## config.mk

```make
export PLATFORM = sky130hd
export DESIGN_NAME = positional_list_engine_top
export DESIGN_NICKNAME = d
export VERILOG_FILES = /design/src/rtl/ple_pkg.sv /design/src/rtl/ple_ctrl.sv /design/src/rtl/ple_dp.sv /design/src/rtl/positional_list_engine_top.sv
export SDC_FILE = /design/constraint.sdc
export NUM_CORES = 2
export LEC_CHECK = 0
export ABC_AREA = 1
export BUFFER_PORTS_ARGS = -buffer_cell sky130_fd_sc_hd__buf_2
export CORE_ASPECT_RATIO = 1.2
export CORE_MARGIN = 3
export CORE_UTILIZATION = 52
export DETAILED_ROUTE_END_ITERATION = 7
export PLACE_DENSITY = 0.8
export REMOVE_ABC_BUFFERS = 1
export SETUP_SLACK_MARGIN = 0.5
export SKIP_CTS_REPAIR_TIMING = 1
export SYNTH_ARGS = -nofsm -noshare
export SYNTH_HDL_FRONTEND = slang
export SYNTH_SLANG_ARGS = --single-unit
```

## constraint.sdc

```tcl
create_clock -name clk -period 16 [get_ports clk]
set_clock_uncertainty 0.05 [all_clocks]
set_input_delay 3.2 -clock clk [delete_from_list [all_inputs] [get_ports clk]]
set_output_delay 3.2 -clock clk [all_outputs]
set_load 0.02 [all_outputs]
```

## src/rtl/ple_pkg.sv

```systemverilog
// ----------------------------------------------------------------------------
// ple_pkg: shared types and constants of the positional list engine
// Opcodes, status codes, storage sizes and the command and status bundles
// that run between the controller and the datapath.
// ----------------------------------------------------------------------------
package ple_pkg;

    localparam int CAPACITY = 64;
    localparam int ADDR_W   = 6;
    localparam int CNT_W    = 7;
    localparam int DATA_W   = 32;
    localparam int OP_W     = 3;
    localparam int ST_W     = 2;

    typedef enum logic [OP_W-1:0] {
        OP_INSERT      = 3'd0,
        OP_APPEND      = 3'd1,
        OP_REMOVE_AT   = 3'd2,
        OP_REMOVE_LAST = 3'd3,
        OP_READ_AT     = 3'd4,
        OP_SEARCH      = 3'd5,
        OP_CLEAR       = 3'd6
    } op_t;

    typedef enum logic [ST_W-1:0] {
        ST_OK     = 2'd0,
        ST_FULL   = 2'd1,
        ST_BADPOS = 2'd2
    } status_t;

    // Commands from the controller to the datapath.
    typedef struct packed {
        logic    capture;
        logic    idx_from_count;
        logic    idx_from_pos;
        logic    idx_zero;
        logic    idx_step_up;
        logic    idx_step_dn;
        logic    rd_idx;
        logic    rd_pos;
        logic    move_up;
        logic    move_dn;
        logic    cmp;
        logic    wr_val_pos;
        logic    wr_val_cnt;
        logic    cnt_inc;
        logic    cnt_dec;
        logic    cnt_clr;
        logic    set_placed;
        logic    take_read;
        logic    set_status;
        status_t status;
        logic    out_load;
    } cmd_t;

    // Status from the datapath to the controller.
    typedef struct packed {
        logic [OP_W-1:0] op;
        logic            full;
        logic            pos_gt_cnt;
        logic            pos_ge_cnt;
        logic            pos_eq_cnt;
        logic            pos_is_last;
        logic            cnt_zero;
        logic            idx_at_pos;
        logic            idx_at_last;
        logic            out_free;
    } sts_t;

endpackage

```

## src/rtl/ple_ctrl.sv

```systemverilog
// ----------------------------------------------------------------------------
// ple_ctrl: operation sequencer of the positional list engine
// Decodes one operation, steps the datapath through shifts and searches, and
// hands the finished result to the output register.
// ----------------------------------------------------------------------------
module ple_ctrl (
    input  logic           clk,
    input  logic           rst_n,
    input  logic           in_valid,
    output logic           in_ready,
    input  ple_pkg::sts_t  sts,
    output ple_pkg::cmd_t  cmd
);
    import ple_pkg::*;

    typedef enum logic [3:0] {
        S_IDLE,
        S_DECODE,
        S_SHUP,
        S_SHUP_TAIL,
        S_INS_WR,
        S_SHDN,
        S_SHDN_TAIL,
        S_SRCH,
        S_SRCH_TAIL,
        S_RD_WAIT,
        S_FINISH
    } state_t;

    state_t state_reg;
    state_t state_next;

    assign in_ready = (state_reg == S_IDLE);

    always_comb
    begin
        cmd        = '0;
        state_next = state_reg;
        unique case (state_reg)
            S_IDLE:
            begin
                if (in_valid)
                begin
                    cmd.capture = 1'b1;
                    state_next  = S_DECODE;
                end
            end
            S_DECODE:
            begin
                state_next = S_FINISH;
                unique case (op_t'(sts.op))
                    OP_INSERT:
                    begin
                        priority if (sts.full)
                        begin
                            cmd.set_status = 1'b1;
                            cmd.status     = ST_FULL;
                        end
                        else if (sts.pos_gt_cnt)
                        begin
                            cmd.set_status = 1'b1;
                            cmd.status     = ST_BADPOS;
                        end
                        else if (sts.pos_eq_cnt)
                        begin
                            cmd.wr_val_pos = 1'b1;
                            cmd.cnt_inc    = 1'b1;
                        end
                        else
                        begin
                            cmd.idx_from_count = 1'b1;
                            state_next         = S_SHUP;
                        end
                    end
                    OP_APPEND:
                    begin
                        if (sts.full)
                        begin
                            cmd.set_status = 1'b1;
                            cmd.status     = ST_FULL;
                        end
                        else
                        begin
                            cmd.wr_val_cnt = 1'b1;
                            cmd.set_placed = 1'b1;
                            cmd.cnt_inc    = 1'b1;
                        end
                    end
                    OP_REMOVE_AT:
                    begin
                        priority if (sts.pos_ge_cnt)
                        begin
                            cmd.set_status = 1'b1;
                            cmd.status     = ST_BADPOS;
                        end
                        else if (sts.pos_is_last)
                        begin
                            cmd.cnt_dec = 1'b1;
                        end
                        else
                        begin
                            cmd.idx_from_pos = 1'b1;
                            state_next       = S_SHDN;
                        end
                    end
                    OP_REMOVE_LAST:
                    begin
                        if (sts.cnt_zero)
                        begin
                            cmd.set_status = 1'b1;
                            cmd.status     = ST_BADPOS;
                        end
                        else
                        begin
                            cmd.cnt_dec = 1'b1;
                        end
                    end
                    OP_READ_AT:
                    begin
                        if (sts.pos_ge_cnt)
                        begin
                            cmd.set_status = 1'b1;
                            cmd.status     = ST_BADPOS;
                        end
                        else
                        begin
                            cmd.rd_pos = 1'b1;
                            state_next = S_RD_WAIT;
                        end
                    end
                    OP_SEARCH:
                    begin
                        if (!sts.cnt_zero)
                        begin
                            cmd.idx_zero = 1'b1;
                            state_next   = S_SRCH;
                        end
                    end
                    OP_CLEAR:
                    begin
                        cmd.cnt_clr = 1'b1;
                    end
                    default:
                    begin
                        state_next = S_FINISH;
                    end
                endcase
            end
            S_SHUP:
            begin
                cmd.rd_idx  = 1'b1;
                cmd.move_up = 1'b1;
                if (sts.idx_at_pos)
                begin
                    state_next = S_SHUP_TAIL;
                end
                else
                begin
                    cmd.idx_step_dn = 1'b1;
                end
            end
            S_SHUP_TAIL:
            begin
                // The last moved word is written back in this cycle.
                state_next = S_INS_WR;
            end
            S_INS_WR:
            begin
                cmd.wr_val_pos = 1'b1;
                cmd.cnt_inc    = 1'b1;
                state_next     = S_FINISH;
            end
            S_SHDN:
            begin
                cmd.rd_idx  = 1'b1;
                cmd.move_dn = 1'b1;
                if (sts.idx_at_last)
                begin
                    state_next = S_SHDN_TAIL;
                end
                else
                begin
                    cmd.idx_step_up = 1'b1;
                end
            end
            S_SHDN_TAIL:
            begin
                cmd.cnt_dec = 1'b1;
                state_next  = S_FINISH;
            end
            S_SRCH:
            begin
                cmd.rd_idx = 1'b1;
                cmd.cmp    = 1'b1;
                if (sts.idx_at_last)
                begin
                    state_next = S_SRCH_TAIL;
                end
                else
                begin
                    cmd.idx_step_up = 1'b1;
                end
            end
            S_SRCH_TAIL:
            begin
                state_next = S_FINISH;
            end
            S_RD_WAIT:
            begin
                cmd.take_read = 1'b1;
                state_next    = S_FINISH;
            end
            S_FINISH:
            begin
                if (sts.out_free)
                begin
                    cmd.out_load = 1'b1;
                    state_next   = S_IDLE;
                end
            end
            default:
            begin
                state_next = S_IDLE;
            end
        endcase
    end

    always_ff @(posedge clk or negedge rst_n)
    begin
        if (!rst_n)
        begin
            state_reg <= S_IDLE;
        end
        else
        begin
            state_reg <= state_next;
        end
    end

endmodule

```

## src/rtl/ple_dp.sv

```systemverilog
// ----------------------------------------------------------------------------
// ple_dp: datapath of the positional list engine
// Holds the list memory, the entry count, the walk index, the result fields
// and the output register.
// ----------------------------------------------------------------------------
module ple_dp (
    input  logic                         clk,
    input  logic                         rst_n,
    input  ple_pkg::cmd_t                cmd,
    output ple_pkg::sts_t                sts,
    input  logic [ple_pkg::OP_W-1:0]     opcode,
    input  logic [ple_pkg::CNT_W-1:0]    position,
    input  logic signed [ple_pkg::DATA_W-1:0] value,
    input  logic                         cfg_valid,
    input  logic [ple_pkg::CNT_W-1:0]    cfg_data,
    output logic                         out_valid,
    input  logic                         out_ready,
    output logic [ple_pkg::ST_W-1:0]     status,
    output logic signed [ple_pkg::DATA_W-1:0] read_value,
    output logic                         found,
    output logic [ple_pkg::ADDR_W-1:0]   placed_index,
    output logic [ple_pkg::CNT_W-1:0]    entry_count
);
    import ple_pkg::*;

    logic [OP_W-1:0]          op_reg;
    logic [CNT_W-1:0]         pos_reg;
    logic signed [DATA_W-1:0] val_reg;
    logic [CNT_W-1:0]         max_reg;
    logic [CNT_W-1:0]         count_reg;
    logic [ADDR_W-1:0]        idx_reg;
    logic signed [DATA_W-1:0] mem [CAPACITY];
    logic signed [DATA_W-1:0] rd_data_reg;
    logic                     move_pend_reg;
    logic [ADDR_W-1:0]        move_dest_reg;
    logic                     cmp_pend_reg;
    status_t                  status_reg;
    logic signed [DATA_W-1:0] rdv_reg;
    logic                     found_reg;
    logic [ADDR_W-1:0]        placed_reg;
    logic                     out_valid_reg;
    logic [ST_W-1:0]          out_status_reg;
    logic signed [DATA_W-1:0] out_rdv_reg;
    logic                     out_found_reg;
    logic [ADDR_W-1:0]        out_placed_reg;
    logic [CNT_W-1:0]         out_count_reg;
    logic [CNT_W-1:0]         limit;
    logic                     rd_en;
    logic [ADDR_W-1:0]        rd_addr;

    // A limit of zero, or any value above the built size, means the built size.
    assign limit = ((max_reg == '0) || (max_reg > CNT_W'(CAPACITY))) ?
                   CNT_W'(CAPACITY) : max_reg;

    assign sts.op          = op_reg;
    assign sts.full        = (count_reg >= limit);
    assign sts.pos_gt_cnt  = (pos_reg > count_reg);
    assign sts.pos_ge_cnt  = (pos_reg >= count_reg);
    assign sts.pos_eq_cnt  = (pos_reg == count_reg);
    assign sts.pos_is_last = (({1'b0, pos_reg} + 8'd1) == {1'b0, count_reg});
    assign sts.cnt_zero    = (count_reg == '0);
    assign sts.idx_at_pos  = ({1'b0, idx_reg} == pos_reg);
    assign sts.idx_at_last = (({1'b0, idx_reg} + CNT_W'(1)) == count_reg);
    assign sts.out_free    = !out_valid_reg || out_ready;

    assign rd_en   = cmd.rd_idx || cmd.rd_pos;
    assign rd_addr = cmd.rd_pos ? pos_reg[ADDR_W-1:0] : idx_reg;

    // List memory: one write port, one read port with registered data.
    always_ff @(posedge clk)
    begin
        priority if (move_pend_reg)
        begin
            mem[move_dest_reg] <= rd_data_reg;
        end
        else if (cmd.wr_val_pos)
        begin
            mem[pos_reg[ADDR_W-1:0]] <= val_reg;
        end
        else if (cmd.wr_val_cnt)
        begin
            mem[count_reg[ADDR_W-1:0]] <= val_reg;
        end
        if (rd_en)
        begin
            rd_data_reg <= mem[rd_addr];
        end
    end

    // Operand capture, walk index and result fields.
    always_ff @(posedge clk)
    begin
        if (cmd.capture)
        begin
            op_reg  <= opcode;
            pos_reg <= position;
            val_reg <= value;
        end
        priority if (cmd.idx_from_count)
        begin
            idx_reg <= ADDR_W'(count_reg - CNT_W'(1));
        end
        else if (cmd.idx_from_pos)
        begin
            idx_reg <= ADDR_W'(pos_reg + CNT_W'(1));
        end
        else if (cmd.idx_zero)
        begin
            idx_reg <= '0;
        end
        else if (cmd.idx_step_up)
        begin
            idx_reg <= idx_reg + ADDR_W'(1);
        end
        else if (cmd.idx_step_dn)
        begin
            idx_reg <= idx_reg - ADDR_W'(1);
        end
        if (cmd.move_up || cmd.move_dn)
        begin
            move_dest_reg <= cmd.move_up ? (idx_reg + ADDR_W'(1)) :
                                           (idx_reg - ADDR_W'(1));
        end
        if (cmd.capture)
        begin
            status_reg <= ST_OK;
            rdv_reg    <= '0;
            found_reg  <= 1'b0;
            placed_reg <= '0;
        end
        else
        begin
            if (cmd.set_status)
            begin
                status_reg <= cmd.status;
            end
            if (cmd.take_read)
            begin
                rdv_reg <= rd_data_reg;
            end
            if (cmp_pend_reg && (rd_data_reg == val_reg))
            begin
                found_reg <= 1'b1;
            end
            if (cmd.set_placed)
            begin
                placed_reg <= count_reg[ADDR_W-1:0];
            end
        end
        if (cmd.out_load)
        begin
            out_status_reg <= status_reg;
            out_rdv_reg    <= rdv_reg;
            out_found_reg  <= found_reg;
            out_placed_reg <= placed_reg;
            out_count_reg  <= count_reg;
        end
    end

    // Control registers.
    always_ff @(posedge clk or negedge rst_n)
    begin
        if (!rst_n)
        begin
            max_reg       <= '0;
            count_reg     <= '0;
            move_pend_reg <= 1'b0;
            cmp_pend_reg  <= 1'b0;
            out_valid_reg <= 1'b0;
        end
        else
        begin
            if (cfg_valid)
            begin
                max_reg <= cfg_data;
            end
            priority if (cmd.cnt_clr)
            begin
                count_reg <= '0;
            end
            else if (cmd.cnt_inc)
            begin
                count_reg <= count_reg + CNT_W'(1);
            end
            else if (cmd.cnt_dec)
            begin
                count_reg <= count_reg - CNT_W'(1);
            end
            move_pend_reg <= cmd.move_up || cmd.move_dn;
            cmp_pend_reg  <= cmd.cmp;
            if (cmd.out_load)
            begin
                out_valid_reg <= 1'b1;
            end
            else if (out_ready)
            begin
                out_valid_reg <= 1'b0;
            end
        end
    end

    assign out_valid    = out_valid_reg;
    assign status       = out_status_reg;
    assign read_value   = out_rdv_reg;
    assign found        = out_found_reg;
    assign placed_index = out_placed_reg;
    assign entry_count  = out_count_reg;

    // The count never passes the built size, and only grows below the limit.
    a_count_bound: assert property (@(posedge clk) disable iff (!rst_n)
        count_reg <= CNT_W'(CAPACITY))
        else $error("entry count above capacity");

    a_inc_room: assert property (@(posedge clk) disable iff (!rst_n)
        cmd.cnt_inc |-> (count_reg < limit))
        else $error("entry count grows past the limit");

    // A new result never overwrites one that has not been taken.
    a_no_overwrite: assert property (@(posedge clk) disable iff (!rst_n)
        cmd.out_load |-> (!out_valid_reg || out_ready))
        else $error("result register overwritten");

    // A pending move owns the single write port.
    a_write_port: assert property (@(posedge clk) disable iff (!rst_n)
        move_pend_reg |-> !(cmd.wr_val_pos || cmd.wr_val_cnt))
        else $error("two writes to the list memory in one cycle");

endmodule

```

## src/rtl/positional_list_engine_top.sv

```systemverilog
// ----------------------------------------------------------------------------
// positional_list_engine_top: ordered list of signed 32-bit values
// Insert, append, remove, read, search and clear on a list held in memory.
// ----------------------------------------------------------------------------
// Usage. Each beat on the s_axis channel carries one operation; each
// operation returns exactly one result beat on the m_axis channel, in order.
// The cfg channel writes the capacity limit (0 selects the full 64 entries);
// it is always ready and should be written only while the engine is idle.
//
// Timing. One operation is handled at a time. An operation without a walk
// (append, remove last, clear, a refusal, insert at the end, removal of the
// last entry, search of an empty list) goes from decode straight to finish,
// and read first waits for the registered memory word; the result beat goes
// valid at the edge where s_axis_tready rises again. Insert at p below the
// count shifts the words from p up by one, remove at p below count - 1 shifts
// the words above p down by one, and a search compares each entry: walks move
// or compare one word per cycle through the single memory read and write ports.
//
// Reset clears the entry count, the limit and the output valid flag; the list
// memory is not cleared, since only entries below the count are ever read.
// A finished result sits in the output register while s_axis may already
// accept the next beat; that next operation then waits in its final cycle
// until m_axis takes the previous result, so a stalled receiver holds off
// further input only after one more operation has been taken in.
// ----------------------------------------------------------------------------
module positional_list_engine_top (
    input  logic        clk,
    input  logic        rst_n,
    input  logic        s_axis_tvalid,
    output logic        s_axis_tready,
    // opcode [2:0], position [9:3], value [41:10], zero [47:42]
    input  logic [47:0] s_axis_tdata,
    output logic        m_axis_tvalid,
    input  logic        m_axis_tready,
    // status [1:0], read_value [33:2], found [34], placed_index [40:35],
    // entry_count [47:41]
    output logic [47:0] m_axis_tdata,
    input  logic        cfg_valid,
    output logic        cfg_ready,
    input  logic [6:0]  cfg_data
);
    import ple_pkg::*;

    cmd_t                     cmd;
    sts_t                     sts;
    logic [ST_W-1:0]          res_status;
    logic signed [DATA_W-1:0] res_read_value;
    logic                     res_found;
    logic [ADDR_W-1:0]        res_placed_index;
    logic [CNT_W-1:0]         res_entry_count;

    // The limit register can be written in any cycle.
    assign cfg_ready = 1'b1;

    ple_ctrl u_ctrl (
        .clk      (clk),
        .rst_n    (rst_n),
        .in_valid (s_axis_tvalid),
        .in_ready (s_axis_tready),
        .sts      (sts),
        .cmd      (cmd)
    );

    ple_dp u_dp (
        .clk          (clk),
        .rst_n        (rst_n),
        .cmd          (cmd),
        .sts          (sts),
        .opcode       (s_axis_tdata[2:0]),
        .position     (s_axis_tdata[9:3]),
        .value        (s_axis_tdata[41:10]),
        .cfg_valid    (cfg_valid),
        .cfg_data     (cfg_data),
        .out_valid    (m_axis_tvalid),
        .out_ready    (m_axis_tready),
        .status       (res_status),
        .read_value   (res_read_value),
        .found        (res_found),
        .placed_index (res_placed_index),
        .entry_count  (res_entry_count)
    );

    assign m_axis_tdata = {res_entry_count, res_placed_index, res_found,
                           res_read_value, res_status};

endmodule

```

==> results by group <==
Outcome
  – Status: completed

Floorplanning
  – Die ar.: 195,000 um^2
  – # rows: about 170
  – Ports: ~110
  – Die Width: around 400 um
  – Die height: around 480 um
  – Initial core utilization: 52.4%
  – Core ar.: approximately 190,000 um^2

Routing
  – Antenna viol nets, final: 0
  – Vias/cell: around 6.1
  – Avg WL per Cell: roughly 24 um
  – Initial DRC count: between 10,000 and 15,000
  – WL final: approximately 270 mm
  – Remaining routing DRC violations: 0
  – Drt first pass iters: 7
  – Via total after detailed routing: between 60,000 and 70,000

Logic synthesis
  – Yosys cell types: 48
  – Asr flop ratio synth: less than 1%
  – Number of synthesized register bits: between 2,000 and 2,500
  – Post-synth EDFFs: 2,182
  – YS warnings: 0
  – Mapped Cells: 8,870
  – Mapped Avg Cell Area: 11.1 um^2
  – Mapped Area: between 90,000 and 100,000 um^2
  – Dominant synthesized flop cell: edfxtp_1
  – Seq/Total Area, Yosys: 67.9%

Timing
  – Hold_ws: 0.377 ns
  – Final hold violation count: 0
  – Setup tns final: 0 ns
  – Final setup margin: just over 8 ns
  – Slew Viols, Final: 0
  – Fin crit share: 48.8%
  – Endpoints failing setup: 0
  – Worst-Margin Slew: 1.23 ns
  – RSZ-0062 raised after global routing: no
  – Slew Limit Headroom: about 18%
  – Final Critical Period: approximately 7.8 ns
  – Peak Freq: about 130 MHz

Worst setup path
  – CP Launch Type: flop
  – WP data required: between 15 and 20 ns
  – WP data arrival: around 8.3 ns
  – Buffers plus inverters on the worst setup path: 4
  – Worst path top cell family by delay: simple AND/OR/NAND/NOR gates
  – Max stage delay cell, worst path: buf_4
  – Nature of the critical path endpoint: flop
  – Crit path top cell by count: nand3_1
  – Cells along the critical path: clkinv_1 > ha_1 > nand2_1 > nor2_1 > nand2_1 > nand4_4 > nand2_8 > nand2_8 > buf_4 > buf_12 > buf_4 > nand2_1 > nand3_1 > nand3_1 > nand3_1 > nand3_1 > nand3_1 > nand2_1
  – RR Startpoint: u_dp.count_reg[4]
  – Largest fanout on the critical path: around 190
  – WS Path Type: flop to flop
  – CP Launch Point: u_dp.count_reg[4]
  – CP max stage delay: 0.83 ns

Clocking
  – H-tree levels: 4
  – Clock sinks: around 2,200
  – TritonCTS clock tree: done
  – Root buffer cell: clkbuf_16
  – Clock transition at path regs: around 0.07 ns
  – Max Root-Sink Buffers: 3
  – Cts bufs inserted: between 150 and 200
  – Later-pin clock latency in the skew report: approximately 0.85 ns

Power
  – Max VDD drop: 0.192 mV
  – Pwr per Cell Area: 186 nW/um^2
  – LEAKAGE: 41.6 nW

Layout
  – Final non-filler cell area: around 110,000 um^2
  – FILL cells: 14,100
  – Biggest register: u_dp.mem
  – Layout Nets: about 9,000
  – Largest register FFs: approximately 2,000
  – Syn-to-layout area delta: 9.72%
  – Layout cells sized above 1: between 7 and 8%

Worst hold path
  – HP Start: u_dp.rdv_reg[12]
  – Hold Crit Class: flop to flop

Placed design
  – Gpl congestion: roughly 0.87
  – Port Buffers: slightly above 100
  – Dpl ws: about 8.5 ns
  – Placed inst area: between 100,000 and 150,000 um^2
  – Detailed placer's ending HPWL: approximately 140 mm

Global routing
  – First-pass GRT wire length: slightly below 400 mm
  – GRT overflow: 0
  – Vias in the first global route: roughly 67,000
  – Initial antenna violation count: 7
  – Largest net degree at the start of global routing: 220
  – GRT Resource Usage Total: 26.8%

Flow run
  – Max-cap violations: 0
## layout by cell type, fill, tap and decap left out, types with 55 or more instances in the layout
master,count
edfxtp_1,2182
nand3_1,2023
nand2_1,1558
inv_1,1264
nand3b_1,768
clkbuf_16,205
buf_4,146
buf_2,103
nor2_1,71
nor2_4,66
a21oi_1,60
clkbuf_1,55
## metal layers
metal | wire length [um] | global-route usage, % | share of wire, % | up-vias
met5 | 39 | 0 | 0.015 | -
met1 | 91100 | 32.9 | 34 | 32900
met4 | 15900 | 15.9 | 5.9 | 6
li1 | - | - | - | 30200
met2 | 129000 | 44.8 | 48 | 4895
met3 | 31300 | 4.76 | 12 | 981
## Yosys cell counts (all sizes together), types with 37 or more instances
library cell | n | area, um^2
a21oi | 69 | 345
buf | 321 | 1570
clkbuf | 239 | 897
dfxtp | 41 | 821
edfxtp | 2182 | 65500
inv | 1270 | 4770
nand2 | 1566 | 5890
nand3 | 2023 | 10100
nand3b | 768 | 5770
nor2 | 139 | 527
o21ai | 56 | 280
o22ai | 37 | 231
## final cells by class
type	count	area [um^2]	area share (%)
Timing Repair Buffer	256	1750	1.62
Antenna cell	3	7.51	0.00695
Inverter	1275	4820	4.46
Multi-Input combinational cell	4791	25200	23.3
Clock buffer	263	5380	4.98
Sequential cell	2244	66900	61.9
Clock inverter	98	926	0.857
Tap cell	2464	3080	2.85
## report_power, final
| part | total (W) | switching [W] | internal [W] |
|---|---|---|---|
| Clock | 0.00469 | 0.00209 | 0.00260 |
| Combinational | 0.00731 | 0.00557 | 0.00174 |
| Sequential | 0.00808 | 0.000216 | 0.00786 |
## final timing paths
kind	to	slack, ns	cells after the start
max	u_dp.rd_data_reg[6]	8.19	18
min	u_dp.read_value[12]	0.38	0
max reg2reg	u_dp.rd_data_reg[6]	8.19	18
min reg2reg	u_dp.read_value[12]	0.38	0
max in group asynchronous	u_dp.count_reg[3]	13.26	1
min in group asynchronous	u_dp.move_pend_reg	2.28	1
## stage by stage
| stage | std cells | util, % | power [W] |
|---|---|---|---|
| floorplan | 8310 | - | 0.0129 |
| global placement | 11000 | 54.1 | 0.0150 |
| detailed placement | 11000 | 54.1 | 0.0152 |
| CTS | 11400 | 57.5 | 0.0199 |
| global route | 11400 | 57.5 | 0.0208 |
| finish | 11400 | 57.5 | 0.0201 |
## cell families after synthesis
logic type | count (synthesis) | share of synthesized area, %
AOI/OAI and AO/OA | 183 | 1.05
xor gates and xnor gates | 38 | 0.338
adders and majority gates | 20 | 0.254
buffers and inverters | 1835 | 7.37
DFF | 2244 | 67.9
muxes | 13 | 0.149
other | 1 | 0.00381
and+or+nand+nor | 4536 | 22.9
Note: power is estimated with default switching activity, not from simulation.
